==> src/hdl/tld_pkg.sv <==
package tld_pkg;

  localparam int KeyRingDepth  = 512;
  localparam int EditLineDepth = 256;
  localparam int LineFifoDepth = 4096;

  typedef enum logic [1:0] {
    CMD_KEY   = 2'd0,
    CMD_READ  = 2'd1,
    CMD_FLUSH = 2'd2,
    CMD_NOP   = 2'd3
  } cmd_e;

  typedef enum logic [1:0] {
    ECHO_NONE  = 2'd0,
    ECHO_CHAR  = 2'd1,
    ECHO_ERASE = 2'd2,
    ECHO_INTR  = 2'd3
  } echo_e;

  typedef enum logic [2:0] {
    REG_COOKED = 3'd0,
    REG_ECHO   = 3'd1,
    REG_SIGNAL = 3'd2,
    REG_CRNL   = 3'd3,
    REG_INTR   = 3'd4
  } reg_e;

  localparam logic [7:0] ChEof      = 8'h04;
  localparam logic [7:0] ChKillLine = 8'h15;
  localparam logic [7:0] ChKillWord = 8'h17;
  localparam logic [7:0] ChDel      = 8'h7F;
  localparam logic [7:0] ChBs       = 8'h08;
  localparam logic [7:0] ChNl       = 8'h0A;
  localparam logic [7:0] ChCr       = 8'h0D;
  localparam logic [7:0] ChSpace    = 8'h20;

  // controller -> datapath
  typedef struct packed {
    logic latch;      // capture command and byte
    logic key_wr;     // push byte into key ring
    logic fifo_nl;    // push NL or EOF into line fifo
    logic edit_push;  // append to edit line
    logic edit_clr;   // edit length to zero
    logic edit_dec;   // edit length minus one
    logic rd_issue;   // issue edit-line read at scan index
    logic copy_push;  // push read edit byte into fifo
    logic scan_init;  // scan index := edit length (kill word) or 0 (copy)
    logic scan_step;  // advance scan index
    logic pop;        // read pop
    logic flush;
    logic intr;       // interrupt cancels the line
    logic kw_done;    // kill word scan finished
    logic done;       // present result
  } ctl_t;

  // datapath -> controller
  typedef struct packed {
    logic [7:0] ch;       // converted byte
    logic       edit_empty;
    logic       edit_full;
    logic       scan_end;  // copy index reached length / kill index at zero
    logic       rd_space;  // registered edit byte is a space
  } sts_t;

endpackage

==> src/hdl/tld_ctrl.sv <==
module tld_ctrl (
  input  logic          clk_i,
  input  logic          rst_ni,
  input  logic          start_i,
  input  logic [1:0]    command_i,
  input  logic          cooked_i,
  input  logic          signal_i,
  input  logic [7:0]    intr_char_i,
  input  tld_pkg::sts_t sts_i,
  output tld_pkg::ctl_t ctl_o,
  output logic          busy_o,
  output logic          kill_word_o
);
  import tld_pkg::*;

  typedef enum logic [2:0] {
    S_IDLE, S_DECODE, S_COPY_RD, S_COPY_WR, S_KW_RD, S_KW_CHK, S_DONE
  } state_e;

  state_e     state_q, state_d;
  logic [1:0] cmd_q;
  logic       nl_after_q, nl_after_d;  // Enter queues NL after the copy
  logic       kw_word_q, kw_word_d;    // kill word past the spaces

  always_comb begin
    ctl_o      = '0;
    state_d    = state_q;
    nl_after_d = nl_after_q;
    kw_word_d  = kw_word_q;
    case (state_q)
      S_IDLE: begin
        if (start_i) begin
          ctl_o.latch = 1'b1;
          state_d     = S_DECODE;
        end
      end
      S_DECODE: begin
        state_d = S_DONE;
        case (cmd_q)
          CMD_READ:  ctl_o.pop = 1'b1;
          CMD_FLUSH: ctl_o.flush = 1'b1;
          CMD_KEY: begin
            if (!cooked_i) begin
              ctl_o.key_wr = 1'b1;
            end else if (signal_i && sts_i.ch == intr_char_i) begin
              ctl_o.edit_clr = 1'b1;
              ctl_o.fifo_nl  = 1'b1;
              ctl_o.key_wr   = 1'b1;
              ctl_o.intr     = 1'b1;
            end else if (sts_i.ch == ChEof) begin
              ctl_o.key_wr = 1'b1;
              if (sts_i.edit_empty) begin
                ctl_o.fifo_nl = 1'b1;
              end else begin
                ctl_o.scan_init = 1'b1;
                nl_after_d      = 1'b0;
                state_d         = S_COPY_RD;
              end
            end else if (sts_i.ch == ChKillLine) begin
              ctl_o.edit_clr = 1'b1;
            end else if (sts_i.ch == ChKillWord) begin
              ctl_o.scan_init = 1'b1;
              kw_word_d       = 1'b0;
              state_d         = S_KW_RD;
            end else if (sts_i.ch == ChDel || sts_i.ch == ChBs) begin
              ctl_o.key_wr   = 1'b1;
              ctl_o.edit_dec = !sts_i.edit_empty;
            end else if (sts_i.ch == ChNl) begin
              ctl_o.key_wr    = 1'b1;
              ctl_o.scan_init = 1'b1;
              nl_after_d      = 1'b1;
              state_d         = S_COPY_RD;
            end else begin
              ctl_o.key_wr    = 1'b1;
              ctl_o.edit_push = sts_i.ch >= ChSpace && sts_i.ch < ChDel
                                && !sts_i.edit_full;
            end
          end
          default: ;
        endcase
      end
      S_COPY_RD: begin
        if (sts_i.scan_end) begin
          ctl_o.edit_clr = 1'b1;
          ctl_o.fifo_nl  = nl_after_q;
          state_d        = S_DONE;
        end else begin
          ctl_o.rd_issue = 1'b1;
          state_d        = S_COPY_WR;
        end
      end
      S_COPY_WR: begin
        ctl_o.copy_push = 1'b1;
        ctl_o.scan_step = 1'b1;
        state_d         = S_COPY_RD;
      end
      S_KW_RD: begin
        if (sts_i.scan_end) begin
          ctl_o.kw_done = 1'b1;
          state_d       = S_DONE;
        end else begin
          ctl_o.rd_issue = 1'b1;
          state_d        = S_KW_CHK;
        end
      end
      S_KW_CHK: begin
        if (sts_i.rd_space && kw_word_q) begin
          ctl_o.kw_done = 1'b1;
          state_d       = S_DONE;
        end else begin
          kw_word_d       = !sts_i.rd_space;
          ctl_o.scan_step = 1'b1;
          state_d         = S_KW_RD;
        end
      end
      S_DONE: begin
        ctl_o.done = 1'b1;
        state_d    = S_IDLE;
      end
      default: state_d = S_IDLE;
    endcase
  end

  always_ff @(posedge clk_i or negedge rst_ni) begin
    if (!rst_ni) begin
      state_q    <= S_IDLE;
      cmd_q      <= CMD_NOP;
      nl_after_q <= 1'b0;
      kw_word_q  <= 1'b0;
    end else begin
      state_q    <= state_d;
      nl_after_q <= nl_after_d;
      kw_word_q  <= kw_word_d;
      if (ctl_o.latch) cmd_q <= command_i;
    end
  end

  assign busy_o      = state_q != S_IDLE;
  assign kill_word_o = state_q == S_KW_RD || state_q == S_KW_CHK;

  a_copy_follows: assert property (@(posedge clk_i) disable iff (!rst_ni)
    state_q == S_COPY_WR |-> $past(state_q) == S_COPY_RD)
    else $error("copy write without read");
  a_done_pulse: assert property (@(posedge clk_i) disable iff (!rst_ni)
    state_q == S_DONE |=> state_q == S_IDLE)
    else $error("done not single cycle");
  a_one_store: assert property (@(posedge clk_i) disable iff (!rst_ni)
    !(ctl_o.pop && (ctl_o.key_wr || ctl_o.flush)))
    else $error("pop together with push or flush");
endmodule

==> config.mk <==
export PLATFORM = sky130hd
export DESIGN_NAME = tld_ctrl
export DESIGN_NICKNAME = d
export VERILOG_FILES = /design/src/hdl/tld_pkg.sv /design/src/hdl/tld_ctrl.sv
export SDC_FILE = /design/constraint.sdc
export NUM_CORES = 1
export LEC_CHECK = 0
export BUFFER_PORTS_ARGS = -buffer_cell sky130_fd_sc_hd__buf_2
export CORE_MARGIN = 8
export CORE_UTILIZATION = 43
export DETAILED_ROUTE_END_ITERATION = 7
export GPL_TIMING_DRIVEN = 0
export PLACE_DENSITY = 0.75
export SETUP_SLACK_MARGIN = 0.02
export SKIP_LAST_GASP = 1
export SLEW_MARGIN = 20
export SYNTH_ARGS = -nofsm -noshare
export SYNTH_HDL_FRONTEND = slang
export SYNTH_SLANG_ARGS = --single-unit
export TNS_END_PERCENT = 5
==> constraint.sdc <==
create_clock -name clk_i -period 2.65 [get_ports clk_i]
set_input_delay 0.3975 -clock clk_i [delete_from_list [all_inputs] [get_ports clk_i]]
set_output_delay 0.3975 -clock clk_i [all_outputs]
set_load 0.02 [all_outputs]
After elaboration in Yosys (flattened, before gate mapping)
Index checks and enable logic that the tools add are counted.
- register bits: 7
- input bits: 27
- output and inout bits: 17
- word-level logic and storage cells: 133
- order comparisons: 2
- equality and inequality tests: 27
- mux-type cells: 82
- bitwise gates (word level): 1
- reduce and logical (&&, ||, !) cells: 17
- operators with widths (cell ; number):
    two-way mux 1 bit ; 58
    two-way mux 3 bit ; 13
    inequality test 2 bit (second input constant) ; 11
    case mux 3 bit (6 select lines) ; 1
    == test 8 x 4 -> 1 bit (second input constant) ; 2
    == test 8 x 5 -> 1 bit (second input constant) ; 2
    case mux 1 bit (2 select lines) ; 5
    == test 3 bit (second input constant) ; 3
    AND reduction 9 bit ; 1
    == test 8 x 3 -> 1 bit (second input constant) ; 1
    == test 8 x 7 -> 1 bit (second input constant) ; 1
    == test 8 bit ; 1
    greater-or-equal comparator 8 x 6 -> 1 bit (second input constant) ; 1
    < comparator 8 x 7 -> 1 bit (second input constant) ; 1
    AND reduction 8 bit ; 1
    == test 3 x 2 -> 1 bit (second input constant) ; 2
    two-way mux 2 bit ; 3
    two-way mux 5 bit ; 1
    logical AND 1 bit ; 4
    two-way mux 4 bit ; 1
    nonzero test 2 bit ; 2
    == test 3 x 1 -> 1 bit (second input constant) ; 1
    logical NOT 1 bit ; 3
    logical NOT 3 bit ; 1
    other kinds (8) ; 9

Logic depth before layout (Yosys ltp)
- depth in word-level cells: 12
- gate-level depth with buffers: 6
- mapped depth without buffers: 5

Worst setup path after synthesis
No wires, ideal clock.
- path kind: register -> output
- start point: reg state_q[1]
- end point: out ctl_o[9] (netlist bit)
- arrival: 2062 ps
- data required time: 2253 ps
- path slack: 191 ps
- stages on the path, launching flop included: 7
- path buffers: 1
- cell sequence: dfrtp_1 > buf_4 > or3b_4 > nor3_4 > and2_2 > nand2_1 > nor4b_1
- RTL lines (item ; RTL line ; text):
    from (decl) ; tld_ctrl.sv:20 ; state_e state_q, state_d;
    from (signal assigned) ; tld_ctrl.sv:131 ; state_q <= state_d;
    to (decl) ; tld_ctrl.sv:10 ; output tld_pkg::ctl_t ctl_o,

==> results.sh <==
export IMPL_outcome="complete, no violations"
export IMPL_cp_end_kind="primary output"
export IMPL_synth_cell_types=44
export IMPL_num_vias=949
export IMPL_multi_input_area_sq_um=586
export IMPL_synth_fp_nets=127
export IMPL_critical_path_arrival_ps=2120
export IMPL_drv_cap=0
export IMPL_layout_commonest_cell="buf_2"
export IMPL_drt_first_pass_iters=5
export IMPL_gp_congestion=0.793
export IMPL_ios=44
export IMPL_fin_nets=180
export IMPL_synth_edff_count=0
export IMPL_num_rows=15
export IMPL_avgSynthCellArea_sq_um=7.91
export IMPL_clock_latency_ps=260
export IMPL_synth_top_area_share=0.158
export IMPL_min_path_cells=2
export IMPL_power_leakage_nw=0.598
export IMPL_worstPathCellList="buf_6 -> or3b_4 -> nor3_4 -> and2_4 -> nand2_2 -> nor4b_2 -> buf_4"
export IMPL_async_reset_ff_frac=1.00
export IMPL_grt_pass1_wl_mm=3.85
export IMPL_setup_viol=0
export IMPL_max_freq_mhz=398
export IMPL_ff2ff_setup_slack_ps=620
export IMPL_grt_pass1_vias=919
export IMPL_nFillCells=189
export IMPL_worst_hold_slack_ps=372
export IMPL_rr_endpoint="nl_after_q"
export IMPL_min_path_type="primary input to flip-flop"
export IMPL_dp_hpwl_mm=2.03
export IMPL_cp_max_fo=4
export IMPL_clock_sinks=7
export IMPL_worstMarginPinSlew_ps=367
export IMPL_required_ps=2250
export IMPL_drtAntennaViolNets=0
export IMPL_reg2reg_depth=6
export IMPL_hp_start="sts_i[0]"
export IMPL_hold_end="kw_word_q"
export IMPL_synth_largest_area_cell="dfrtp_1"
export IMPL_final_cell_mix="41 x buf_2, 8 x nand2_1, 8 x a21oi_1, 8 x nor2_1"
export IMPL_ys_ff_latch=7
export IMPL_hold_violations=0
export IMPL_slew_headroom=0.753
export IMPL_path_clk_slew_ps=50
export IMPL_synthFlopType="dfrtp_1"
export IMPL_wl_per_cell_microns=13.8
export IMPL_grtUsageTotal=0.140
export IMPL_register_area_sq_um=179
export IMPL_min_period_ps=2510
export IMPL_ys_seq_area_frac=0.225
export IMPL_cts_tree="done"
export IMPL_p_per_area_mw_per_mm2=715
export IMPL_grt_overflow_total=0
export IMPL_cts_htree_levels=1
export IMPL_drc=0
export IMPL_path_class="flip-flop to primary output"
export IMPL_vdd_ir_drop_max_mv=0.508
export IMPL_fin_skew_ps=6.58
export IMPL_clock_tree_root_cell="clkbuf_4"
export IMPL_via_per_inst=5.36
export IMPL_areaGrowthSynthToFinish_pct=42.1
export IMPL_finalMaxSlewViolations=0
export IMPL_core_area_sq_mm=0.00173
export IMPL_r2r_start="state_q[1]"
export IMPL_die_width_microns=58.9
export IMPL_clock_path_buffers=2
export IMPL_fp_dieH_microns=58.9
export IMPL_worst_path_max_delay_cell="or3b_4"
export IMPL_drive_gt1_frac=0.447
export IMPL_preCtsSetupSlack_ps=390
export IMPL_io_buffers=42
export IMPL_max_stage_delay_ps=410
export IMPL_critical_path_startpoint_type="flip-flop"
export IMPL_synth_area_leaders="dfrtp_1 16%, xor2_1 7.8%, dfstp_2 6.6%"
export IMPL_start_util=0.458
export IMPL_netlist_instances=100
export IMPL_synth_warnings=0
export IMPL_antenna_cells=0
export IMPL_setup_slack_ps=137
export IMPL_cts_buffers=3
export IMPL_fin_crit_sh=0.948
export IMPL_grt_max_degree=11
export IMPL_routed_wl_mm=2.45
export IMPL_die_area_sq_mm=0.00347
export IMPL_drtIter0Drc=16
export IMPL_synth_area_sq_um=791
export IMPL_antenna_found_initial=0
-- flip-flops by register name (all words and copies together), names as in the netlist --
| register | cells |
|---|---|
| state_q | 3 |
| cmd_q | 2 |
| kw_word_q | 1 |
| nl_after_q | 1 |
-- Yosys cell counts, drive strengths merged, types with 2 or more instances --
| cell | n |
|---|---|
| a21o | 2 |
| a21oi | 8 |
| a31oi | 2 |
| and2 | 2 |
| and3 | 2 |
| dfrtp | 5 |
| dfstp | 2 |
| inv | 7 |
| mux2 | 2 |
| nand2 | 10 |
| nand3 | 2 |
| nor2 | 9 |
| nor2b | 2 |
| nor3 | 3 |
| nor3b | 3 |
| nor4 | 4 |
| nor4b | 3 |
| o211a | 2 |
| o21ai | 4 |
| or3 | 2 |
| xor2 | 7 |
-- worst max-delay path by stage --
stage                          end  startpoint  slack (ps)  cells after the start
after detailed placement  ctl_o[9]  state_q[0]         390                      6
after global routing      ctl_o[9]  state_q[1]        -0.6                      7
after CTS                 ctl_o[9]  state_q[0]         100                      6
final                     ctl_o[9]  state_q[1]         140                      7
after global placement    ctl_o[9]  state_q[1]         420                      7
after floorplan           ctl_o[9]  state_q[1]         190                      6
-- cell type report --
| type | count | area share |
|---|---|---|
| multi-input combinational | 84 | 0.521 |
| timing repair buffer | 48 | 0.232 |
| sequential | 7 | 0.159 |
| tap | 25 | 0.0278 |
| clock buffer | 4 | 0.0234 |
| inverter | 7 | 0.0234 |
| buffer | 2 | 0.0134 |
-- metrics by stage --
stage / utilization / total power, W / instance area (sq um) / setup TNS, ps / cells
after CTS: 0.619 / 0.000765 / 1070 / 0 / 172
after global placement: 0.598 / 0.000647 / 1030 / 0 / 167
after detailed placement: 0.598 / 0.000660 / 1030 / 0 / 167
after floorplan: - / 0.000520 / 791 / 0 / 100
final: 0.651 / 0.000803 / 1120 / 0 / 177
after global routing: 0.651 / 0.000864 / 1120 / -0.582 / 177
-- critical path, delay by kind of cell, from the launching register on --
family | cells | cell delay [ps]
and+or+nand+nor | 5 | 1190
DFF | 1 | 360
buffers and inverters | 2 | 300
-- repair_timing --
item                                    CTS  global route
endpoints found under the setup margin    0             1
buffers inserted                          0             5
hold buffers                              1             0
endpoints found under the hold margin     5             0
gates resized for setup                   0             6
-- cell families (layout without fill, tap and decap cells) --
group	after synthesis	in the layout	synth area share
simple gates	50	50	0.408
compound gates	23	23	0.190
buf+inv	9	61	0.0475
xor+xnor	8	8	0.0886
flops	7	7	0.225
mux	3	3	0.0411
-- layer usage --
layer	vias to the layer above	share of wire	routed length [microns]	global-route usage
li1	474	-	-	-
met1	431	0.41	1010	0.152
met2	40	0.50	1230	0.248
met3	4	0.064	156	0.0326
met4	0	0.020	50	0.0717
met5	-	0	0	0
-- power by group --
group           total, W  internal [W]  switching (W)
logic           0.000479      0.000219       0.000261
registers       0.000224      0.000160      0.0000641
clock network  0.0000999     0.0000577      0.0000423
Power figures use the tool's default switching activity.
